<file path="config.mk">
export PLATFORM = sky130hd
export DESIGN_NAME = hte_ctrl
export DESIGN_NICKNAME = d
export VERILOG_FILES = /design/src/rtl/hte_pkg.sv /design/src/rtl/hte_ctrl.sv
export SDC_FILE = /design/constraint.sdc
export NUM_CORES = 1
export LEC_CHECK = 0
export BUFFER_PORTS_ARGS = -buffer_cell sky130_fd_sc_hd__buf_2
export CORE_AREA = 5 5 42 44
export DETAILED_ROUTE_END_ITERATION = 8
export DIE_AREA = 0 0 47 49
export PLACE_DENSITY_LB_ADDON = 0.12
export SLEW_MARGIN = 25
export SYNTH_ARGS = -nofsm -noshare
export SYNTH_HDL_FRONTEND = slang
export SYNTH_SLANG_ARGS = --single-unit
</file>
<file path="constraint.sdc">
create_clock -name clock -period 1.01 [get_ports clock]
set_input_delay 0.0505 -clock clock [delete_from_list [all_inputs] [get_ports clock]]
set_output_delay 0.0505 -clock clock [all_outputs]
set_load 0.01 [all_outputs]
</file>
<file path="src/rtl/hte_pkg.sv">
// hte_pkg: shared constants, word layout and control structs for the
// table-driven Huffman encoder. No dependencies.
`timescale 1ns / 1ps

package hte_pkg;

   // default sizing
   localparam int MAX_CODE_BITS_DEF = 256;
   localparam int SYMBOLS_DEF       = 256;

   // code chunks
   localparam int CHUNK_BITS    = 64;
   localparam int CHUNK_IDX_W   = 2;
   localparam int CHUNK_LEFT_W  = 7;    // holds 0..CHUNK_BITS
   localparam int BYTE_W        = 8;
   localparam int BYTE_CNT_W    = 3;
   localparam int TAKE_W        = 4;    // holds 0..BYTE_W

   // input word layout (tdata), lowest bit first
   localparam int SYM_IN_W      = 8;
   localparam int LEN_IN_W      = 9;
   localparam int SYM_LSB       = 0;
   localparam int LEN_LSB       = SYM_LSB + SYM_IN_W;
   localparam int CIDX_LSB      = LEN_LSB + LEN_IN_W;
   localparam int CHUNK_LSB     = CIDX_LSB + CHUNK_IDX_W;
   localparam int REQ_FIELDS_W  = CHUNK_LSB + CHUNK_BITS;
   localparam int REQ_TDATA_W   = ((REQ_FIELDS_W + 7) / 8) * 8;

   // command kinds carried in req_tuser
   localparam logic CMD_ENCODE = 1'b0;
   localparam logic CMD_LOAD   = 1'b1;

   // controller -> datapath
   typedef struct packed {
      logic wr_en;       // table write of a load word
      logic rd_start;    // encode accepted: read length and first chunk
      logic rd_next;     // read the next chunk of the code
      logic step_en;     // run one packing step
      logic load_len;    // step takes the length from the length RAM
      logic load_chunk;  // step takes the chunk from the code RAM
   } hte_cmd_type;

   // datapath -> controller
   typedef struct packed {
      logic is_load;
      logic sym_ok;
      logic stall;        // finished byte but output register still full
      logic rem_done;     // no code bits left after this step
      logic chunk_empty;  // current chunk used up after this step
   } hte_sts_type;

endpackage

</file>
<file path="src/rtl/hte_ctrl.sv">
// hte_ctrl: sequencer for the Huffman encoder; accepts words and steps the
// packing datapath. Depends on hte_pkg.
`timescale 1ns / 1ps

module hte_ctrl (
   input  logic                 clock,
   input  logic                 reset,
   input  logic                 req_tvalid,
   output logic                 req_tready,
   input  hte_pkg::hte_sts_type sts,
   output hte_pkg::hte_cmd_type cmd
);

   typedef enum logic {
      ST_IDLE,
      ST_PACK
   } state_type;

   state_type state_ff, state_in;
   logic      rdy_ff, rdy_in;
   logic      load_len_ff, load_len_in;
   logic      load_chunk_ff, load_chunk_in;

   always_comb begin
      state_in      = state_ff;
      rdy_in        = rdy_ff;
      load_len_in   = load_len_ff;
      load_chunk_in = load_chunk_ff;
      cmd           = '0;
      case (state_ff)
         ST_IDLE: begin
            if (req_tvalid && rdy_ff) begin
               if (sts.is_load) begin
                  cmd.wr_en = sts.sym_ok;
               end else if (sts.sym_ok) begin
                  cmd.rd_start  = 1'b1;
                  state_in      = ST_PACK;
                  rdy_in        = 1'b0;
                  load_len_in   = 1'b1;
                  load_chunk_in = 1'b1;
               end
            end
         end
         ST_PACK: begin
            cmd.step_en    = 1'b1;
            cmd.load_len   = load_len_ff;
            cmd.load_chunk = load_chunk_ff;
            if (!sts.stall) begin
               load_len_in   = 1'b0;
               load_chunk_in = 1'b0;
               if (sts.rem_done) begin
                  state_in = ST_IDLE;
                  rdy_in   = 1'b1;
               end else if (sts.chunk_empty) begin
                  cmd.rd_next   = 1'b1;
                  load_chunk_in = 1'b1;
               end
            end
         end
         default: begin
            state_in = ST_IDLE;
            rdy_in   = 1'b1;
         end
      endcase
   end

   always_ff @(posedge clock) begin
      if (reset) begin
         state_ff      <= ST_IDLE;
         rdy_ff        <= 1'b1;
         load_len_ff   <= 1'b0;
         load_chunk_ff <= 1'b0;
      end else begin
         state_ff      <= state_in;
         rdy_ff        <= rdy_in;
         load_len_ff   <= load_len_in;
         load_chunk_ff <= load_chunk_in;
      end
   end

   assign req_tready = rdy_ff;

endmodule

</file>
* After elaboration in Yosys (flattened, before gate mapping)
Index checks and enable logic that the tools add are counted.
Word-level totals: flip-flop bits (word level) 4, latch bits 0, bits in read-only memories 0, input port bits 8, word-level logic and storage cells 39, memories kept 0, bits in writable memories 0
Operators by class: reductions and logical operators 3, bitwise operators 1, multiplexer cells 26, shift operators 0, $add $sub $neg 0, multipliers 0, equality and inequality tests 5, div/mod/pow operators 0, magnitude comparators 0
Operator list (count):
- $mux W1 | 19
- $ne A2 B2 Y1 const B | 5
- $pmux W1 S2 | 4
- $reduce_and A5 Y1 | 1
- $mux W2 | 2
- $mux W4 | 1
- $reduce_and A4 Y1 | 1
- $logic_and A1 B1 Y1 | 1
- $not A1 Y1 | 1

* Logic depth before layout (Yosys ltp)
Gate-level depths: netlist (run 1).
depth in word-level cells 4, mapped depth 4, gate-level depth less buffers 4

* Least setup slack after synthesis (run 1)
No wires, ideal clock.
path type register -> register, from reg rdy_ff (netlist: req_tready), to reg rdy_ff (netlist: req_tready), clock period less this slack 983 ps, slack 27 ps, buffers on the path 0, arrival time 864 ps, library setup time 119 ps, data required time 891 ps, stages on the path, launching flop included 5, cell sequence dfxtp_1 nand4b_4 nand2b_4 inv_1 o21bai_1
Between the ends: word-level cells in the longest chain between the ends 3
RTL lines:
- from (decl) | line hte_ctrl.sv:20 | logic rdy_ff, rdy_in;
- from (signal assigned) | line hte_ctrl.sv:75 | rdy_ff <= rdy_in;
- $logic_and A1 B1 Y1 | line hte_ctrl.sv:32 | if (req_tvalid && rdy_ff) begin
- $ne A2 B2 Y1 (no source line)
- $reduce_and A5 Y1 (no source line)
No other way between the ends. A chain may end at the register's enable or synchronous reset.

==> flow_summary.ini, run 1 <==
[timing]
slew_viol_final = 0
max_freq_mhz = 933.8
maxSlewHeadroom = 0.8897
layout_setup_ws_ns = -0.06089
finalCriticalPeriod_ns = 1.071
hold_viol = 0
rsz0062_at_grt = yes
period_share = 1.060
max_slew.worst_pin.slew_ns = 0.1655
setup_violations = 4
fin_skew_ns = 0.0002689

[job]
drv_cap = 0

[cts]
h-tree-depth = 1
path_clk_slew_ns = 0.04
cts_tree = yes
clkLatencyLatePin_ns = 0.23
cts_max_path_buffers = 2
cts.sinks = 4
cts_made_buffers = 3
root_buffer = clkbuf_4

[placement]
portBuffers = 14
globalplace.congestion = 0.7354
dpl_cell_area_um2 = 316.6
dpl.hpwl_um = 486.7

[pwr]
powerDensity_nw_per_um2 = 1161
leakage_nw = 0.2006
combPwrFrac = 0.179
peakVddDrop_mv = 0.3242
p_sw_frac = 0.2367
power_frac_seq = 0.386
switchingPower_mw = 0.1076
pwr-share-clk = 0.435
p_int_mw = 0.3470

[detailed_routing]
final_antenna_net_count = 0
avgRoutedWirePerCell_um = 10.19
drt-vias-per-instance = 3.712
drt_iter0_markers = 0
vias = 219
wl_um = 601
drc = 0
dr.pass1.iters = 1

[critical_path]
criticalPathCategory = flop to primary output
crit_path_end_kind = primary output
crit_required_ns = 0.96
worstPathMaxFanout = 3
crit_arrival_ns = 1.02
cp-start-kind = flop

[logic_synthesis]
ys_ff_latch = 4
synth_xor_area_frac = 0
synthAdderAreaFrac = 0
synthTopCellsByArea = dfxtp_1 35%, nand4b_4 10%, a21oi_1 6.6%
synth_simple_gate_area_frac = 0.3757
ys_types = 15
synth_compound_area_frac = 0.1878
syn_inst = 24
syn_nets = 32
synth_mux_area_frac = 0
ys_warn_count = 0
syn_area_um2 = 226.5
syn_area_per_cell_um2 = 9.436
synth_seq_area_share = 0.3536
netlist.area_leader.share = 0.3536
yosysTopAreaCell = dfxtp_1
synth_top_family_by_area = simple AND/OR/NAND/NOR gates

[outcome]
violations = negative setup slack
status = finished with violations

[floorplan]
ios = 15
core_area_um2 = 1401
die_area_um2 = 2303
rows = 14
chipWidth_um = 47
fp.dieH_um = 49
initial_core_util = 0.1616

[cells_and_area]
syn_to_final_growth_pct = 72.93
finish.net_count = 53
drive_gt1_frac = 0.6977
fillers = 170
n_antenna_cell = 0
final_area_um2 = 391.6
post-route-util = 0.2795

[hold_path]
min_path_type = input port to flop

[global_routing]
grt_antenna_before_repair = 0
grt_pass1_vias = 240
grt_max_degree = 5
grt_pass1_wl_um = 959
grt-ovfl-total = 0
grtUsageTotal = 0.05837
## worst max-delay path, cell delays in order (launching register included)
cell,delay [ns]
dfxtp_2,0.31
and2b_2,0.20
and3_4,0.17
buf_6,0.11
## stage by stage
step	setup TNS [ns]	total power, mW	hold slack, ns	setup WS (ns)	instances
floorplan	0	0.2154	0.1167	0.02701	24
global placement	0	0.2483	0.2672	0.06507	54
detailed placement	0	0.2482	0.2728	0.04717	54
CTS	-0.2187	0.4641	0.02250	-0.06570	59
global route	-0.3352	0.4744	0.05325	-0.1071	59
finish	-0.1309	0.4546	0.02704	-0.06089	59
## cell usage in the layout, fill, tap and decap left out
| cell type | netlist | final |
|---|---|---|
| buf_2 | 0 | 10 |
| buf_6 | 0 | 5 |
| a21oi_1 | 3 | 3 |
| clkbuf_4 | 0 | 3 |
| inv_1 | 3 | 2 |
| nor2_1 | 2 | 2 |
| dfxtp_1 | 4 | 2 |
| buf_4 | 1 | 2 |
| dfxtp_2 | 0 | 2 |
| and2_2 | 2 | 1 |
| nand4b_4 | 1 | 1 |
| nand2b_4 | 1 | 1 |
| inv_2 | 0 | 1 |
| and2_4 | 0 | 1 |
| and2b_2 | 1 | 1 |
| and3_4 | 0 | 1 |
| nand2b_1 | 1 | 1 |
| nand2_1 | 1 | 1 |
| a221oi_2 | 1 | 1 |
| o21ai_0 | 1 | 1 |
| o21bai_1 | 1 | 1 |
## cell families after synthesis
kind of cell           count (synthesis)
flip-flops                             4
buffers and inverters                  4
AO/OA/AOI/OAI                          6
AND/OR/NAND/NOR                       10
## cells in the mapped netlist (all sizes together)
master / number
inv: 3
o21bai: 1
nor2: 2
and2b: 1
dfxtp: 4
buf: 1
nand4b: 1
o21ai: 1
a221oi: 1
nand2: 1
and3: 1
nand2b: 2
and2: 2
a21oi: 3
## area by class of cell
class | count | area, um2 | area share
inverter | 3 | 11.26 | 0.02875
clock buffer | 3 | 22.52 | 0.05751
sequential | 4 | 82.58 | 0.2109
timing repair buffer | 17 | 121.4 | 0.3099
multi-input combinational | 16 | 133.9 | 0.3419
tap | 16 | 20.02 | 0.05112
## repair_timing
action	CTS	global route
pin swaps	1	2
buffers inserted	2	0
setup endpoints to repair	5	8
hold buffers	0	0
resized for setup	8	2
## routing by layer
layer	wire (um)	up-vias	global-route usage
li1	-	117	-
met1	280	93	0.07877
met2	262	9	0.06561
met3	59	0	0.02214
met4	0	0	0.05530
met5	0	-	0
## power by group through the flow
stage | registers (mW) | logic (mW) | clock network [mW]
after floorplan | 0.178 | 0.0379 | 0
after global placement | 0.177 | 0.0717 | 0
after detailed placement | 0.177 | 0.0713 | 0
after CTS | 0.175 | 0.0806 | 0.208
after global routing | 0.176 | 0.0901 | 0.208
final | 0.175 | 0.0815 | 0.198
## registers in the layout, indices dropped and copies added (netlist names)
register / flops
req_tready: 1
load_len_ff: 1
state_ff: 1
load_chunk_ff: 1
## final timing paths
check | depth (start not counted) | slack (ns) | end | start
worst min register to register | 2 | 0.47 | load_len_ff | load_len_ff
worst max register to register | 4 | -0.01 | load_chunk_ff | state_ff
worst min-delay path | 2 | 0.03 | load_chunk_ff | reset
worst max-delay path | 3 | -0.06 | cmd[3] | state_ff
No activity file was read; power rests on OpenSTA's default activity.
==> inputs of run 2 (changes only) <==
==> constraint.sdc (replaced) <==
create_clock -name clock -period 1.08 [get_ports clock]
set_input_delay 0.054 -clock clock [delete_from_list [all_inputs] [get_ports clock]]
set_output_delay 0.054 -clock clock [all_outputs]
set_load 0.01 [all_outputs]
==> flow_summary.ini, run 2 (synthesis gave the netlist of run 1 again) <==
[outcome]
status = completed

[timing]
slew_viol_final = 0
rsz0062_at_grt = yes
hold_viol = 0
fin_skew_ns = 0.006093
setup_violations = 0
period_share = 0.9969
finalCriticalPeriod_ns = 1.077
layout_setup_ws_ns = 0.003349
max_slew.worst_pin.slew_ns = 0.1705
max_freq_mhz = 928.8
maxSlewHeadroom = 0.8863

[cts]
root_buffer = clkbuf_4
cts_tree = yes
cts_made_buffers = 3
clkLatencyLatePin_ns = 0.24
ctsHoldBuffers = 0
h-tree-depth = 1
cts_max_path_buffers = 2
path_clk_slew_ns = 0.04
cts.sinks = 4

[pwr]
powerDensity_nw_per_um2 = 1131
power_frac_seq = 0.387
peakVddDrop_mv = 0.4076
p_int_mw = 0.3226
combPwrFrac = 0.172
leakage_nw = 0.1972
p_sw_frac = 0.2377
switchingPower_mw = 0.1006
pwr-share-clk = 0.441

[floorplan]
rows = 14
fp.dieH_um = 49
ios = 15
core_area_um2 = 1401
initial_core_util = 0.1616
die_area_um2 = 2303
chipWidth_um = 47

[hold_path]
min_path_type = input port to flop

[detailed_routing]
final_antenna_net_count = 0
avgRoutedWirePerCell_um = 9.949
drt-vias-per-instance = 3.847
wl_um = 587
dr.pass1.iters = 1
vias = 227
drc = 0
drt_iter0_markers = 0

[critical_path]
crit_required_ns = 1.03
criticalPathCategory = flop to primary output
worstPathMaxFanout = 3
crit_arrival_ns = 1.02
cp-start-kind = flop
crit_path_end_kind = primary output

[placement]
globalplace.congestion = 0.6841
portBuffers = 14
dpl_cell_area_um2 = 309.0
place_ws_ns = 0.08189
dpl.hpwl_um = 460.7

[global_routing]
grtUsageTotal = 0.05563
grt-ovfl-total = 0
grt_pass1_wl_um = 848
grt_pass1_vias = 223
grt_antenna_before_repair = 0
grt_max_degree = 5

[cells_and_area]
drive_gt1_frac = 0.6977
final_area_um2 = 374.1
final_cell_mix = 12 x buf_2, 3 x a21oi_1, 3 x clkbuf_4, 3 x buf_4
layout_commonest_cell = buf_2
finish.net_count = 53
syn_to_final_growth_pct = 65.19
n_antenna_cell = 0
post-route-util = 0.2670

[job]
drv_cap = 0
[run 2: cell counts in the layout (fill, tap and decap cells not counted)]
Identical to the previous run, type by type.
[run 2: critical path, stage by stage, from the launching register on]
cell	delay [ns]
dfxtp_2	0.32
and2b_2	0.20
and3_4	0.16
buf_6	0.11
[run 2: path summary, 6_finish.rpt]
| path | from | endpoint | slack [ns] | cells past startpoint |
|---|---|---|---|---|
| min | reset | load_len_ff | 0.02 | 2 |
| max reg2reg | state_ff | load_chunk_ff | 0.03 | 4 |
| max | state_ff | cmd[3] | 0.003 | 3 |
| min reg2reg | load_len_ff | load_len_ff | 0.46 | 2 |
[run 2: metal layers]
layer  part of all wire  wire, um  vias up  GRT usage
li1                   -         -      117          -
met1               0.36       212       94    0.05055
met2               0.44       257       12    0.07466
met3               0.17        98        4    0.05166
met4              0.031        18        0    0.04147
met5                  0         0        -          0
[run 2: stage by stage]
stage / hold WS (ns) / total power [mW] / TNS (ns) / cells
2_1_floorplan: 0.1202 / 0.2015 / 0 / 24
3_3_place_gp: 0.2736 / 0.2295 / 0 / 53
3_5_place_dp: 0.2715 / 0.2291 / 0 / 53
4_1_cts: 0.02128 / 0.4307 / -0.01417 / 59
5_1_grt: 0.04392 / 0.4480 / -0.07096 / 59
6_report: 0.02417 / 0.4232 / 0 / 59
[run 2: area by class of cell]
cell class                      count  area [um2]
Multi-Input combinational cell     16       132.6
Timing Repair Buffer               17       105.1
Fill cell                         166        1027
Tap cell                           16       20.02
Inverter                            3       11.26
Sequential cell                     4       82.58
Clock buffer                        3       22.52
[run 2: power groups by stage]
stage                     registers, mW  clock network (mW)  logic [mW]
final                             0.164               0.187      0.0727
after global routing              0.165               0.203      0.0800
after CTS                         0.164               0.194      0.0726
after detailed placement          0.167                   0      0.0625
after global placement            0.166                   0      0.0633
after floorplan                   0.166                   0      0.0355
[run 2: what timing repair did]
action,in CTS,in global routing
gates resized for setup,4,2
gates cloned,0,0
pin swaps,1,1
buffers inserted,3,0
setup endpoints to repair,2,3
==> inputs of run 3 (changes only) <==
--- a/config.mk
+++ b/config.mk
@@ -9,6 +9,7 @@
 export CORE_AREA = 5 5 42 44
 export DETAILED_ROUTE_END_ITERATION = 8
 export DIE_AREA = 0 0 47 49
+export GPL_TIMING_DRIVEN = 0
 export PLACE_DENSITY_LB_ADDON = 0.12
 export SLEW_MARGIN = 25
 export SYNTH_ARGS = -nofsm -noshare
==> constraint.sdc (replaced) <==
create_clock -name clock -period 1.25 [get_ports clock]
set_input_delay 0.0625 -clock clock [delete_from_list [all_inputs] [get_ports clock]]
set_output_delay 0.0625 -clock clock [all_outputs]
set_load 0.01 [all_outputs]
==> flow_summary.ini, run 3 (synthesis gave the netlist of run 1 again) <==
[global_routing]
grt_antenna_before_repair = 0
grt_max_degree = 7
grt-ovfl-total = 0
grt_pass1_wl_um = 966
grt_pass1_vias = 216
grtUsageTotal = 0.06044

[detailed_routing]
avgRoutedWirePerCell_um = 9.719
drt-vias-per-instance = 3.667
drc = 0
drt_iter0_markers = 0
final_antenna_net_count = 0
wl_um = 554
dr.pass1.iters = 1
vias = 209

[critical_path]
criticalPathCategory = flop to primary output
slowest_stage = dfxtp_2
rrSetupSlack_ns = 0.27
cp-start-kind = flop
crit_arrival_ns = 1.10
worstPathMaxFanout = 6
rr_startpoint = state_ff
path_cells = and2b_2 -> and3_1 -> buf_2
startpoint = state_ff
crit_required_ns = 1.19
cp_slowest_stage_delay_ns = 0.33
crit_path_end_kind = primary output

[cells_and_area]
layout_commonest_cell = buf_2
fillers = 171
n_antenna_cell = 0
final_cell_mix = 14 x buf_2, 3 x inv_1, 3 x a21oi_1, 3 x clkbuf_4, 3 x dfxtp_1
drive_gt1_frac = 0.6098
syn_to_final_growth_pct = 50.28
finish.net_count = 51

[floorplan]
core_area_um2 = 1401
initial_core_util = 0.1616
die_area_um2 = 2303
ios = 15
chipWidth_um = 47
rows = 14
fp.dieH_um = 49

[timing]
max_slew.worst_pin.slew_ns = 0.1698
setup_violations = 0
finalCriticalPeriod_ns = 1.166
layout_setup_ws_ns = 0.08367
fin_setup_tns_ns = 0
maxSlewHeadroom = 0.8868
slew_viol_final = 0
rsz0062_at_grt = no
period_share = 0.9331
max_freq_mhz = 857.4
fin_skew_ns = 0.003799
hold_viol = 0

[placement]
dpl.hpwl_um = 485.4
globalplace.congestion = 0.7263
portBuffers = 14
place_ws_ns = 0.2355

[pwr]
p_sw_frac = 0.2254
combPwrFrac = 0.157
peakVddDrop_mv = 0.3483
p_int_mw = 0.2729
leakage_nw = 0.1907
pwr-share-clk = 0.440
powerDensity_nw_per_um2 = 1035
power_frac_seq = 0.403
switchingPower_mw = 0.07943

[cts]
path_clk_slew_ns = 0.04
cts.sinks = 4
h-tree-depth = 1
cts_max_path_buffers = 2
cts_made_buffers = 3
clkLatencyLatePin_ns = 0.23
root_buffer = clkbuf_4
cts_tree = yes

[outcome]
status = completed

[job]
drv_cap = 0

[hold_path]
min_path_type = input port to flop
min_from = reset
-- run 3: changes by cell type in the layout (fill, tap and decap cells not counted), sizes merged --
| cell | before | now |
|---|---|---|
| buf | 17 | 15 |
-- run 3: layout make-up --
type	count	area, um2	area share
clock buffers	3	22.52	0.06618
multi-input cells	16	127.6	0.3750
repair buffers	14	70.07	0.2059
flip-flops and latches	4	81.33	0.2390
inverters	3	11.26	0.03309
well taps	16	20.02	0.05882
plain buffers	1	7.507	0.02206
-- run 3: per-layer routing --
| layer | wire length [um] | global-route usage |
|---|---|---|
| met5 | 0 | 0 |
| met3 | 50 | 0.02583 |
| met1 | 243 | 0.07424 |
| met2 | 259 | 0.07466 |
| met4 | 0 | 0.05530 |
-- run 3: power groups by stage --
stage / Clock (mW) / Sequential [mW] / Combinational, mW
5_1_grt: 0.173 / 0.143 / 0.0625
4_1_cts: 0.164 / 0.142 / 0.0564
6_report: 0.155 / 0.142 / 0.0553
2_1_floorplan: 0 / 0.143 / 0.0306
3_5_place_dp: 0 / 0.144 / 0.0563
3_3_place_gp: 0 / 0.144 / 0.0549
-- run 3: worst paths after layout --
kind	end	depth (start not counted)
worst min-delay path	load_chunk_ff	2
worst max register to register	load_chunk_ff	3
worst max-delay path	cmd[3]	3
worst min register to register	load_len_ff	2
-- run 3: worst max-delay path, delay by kind of cell (launching register included) --
family | cells | cell delay [ns]
flip-flops | 1 | 0.33
AND/OR/NAND/NOR | 2 | 0.41
buffers and inverters | 1 | 0.13
-- run 3: timing repair --
item	CTS	global route
hold buffers	0	0
setup buffers	0	0
resized for setup	0	1
endpoints found under the setup margin	0	2
-- run 3: per-stage QoR --
stage	util	total power [mW]	std cells	hold slack, ns	area [um2]
finish	0.2429	0.3524	57	0.04249	340.3
global route	0.2429	0.3781	57	0.05064	340.3
CTS	0.2420	0.3629	57	0.03827	339.1
detailed placement	0.2259	0.2003	54	0.2862	316.6
global placement	0.2259	0.1989	54	0.2801	316.6
floorplan	-	0.1741	24	0.1287	226.5
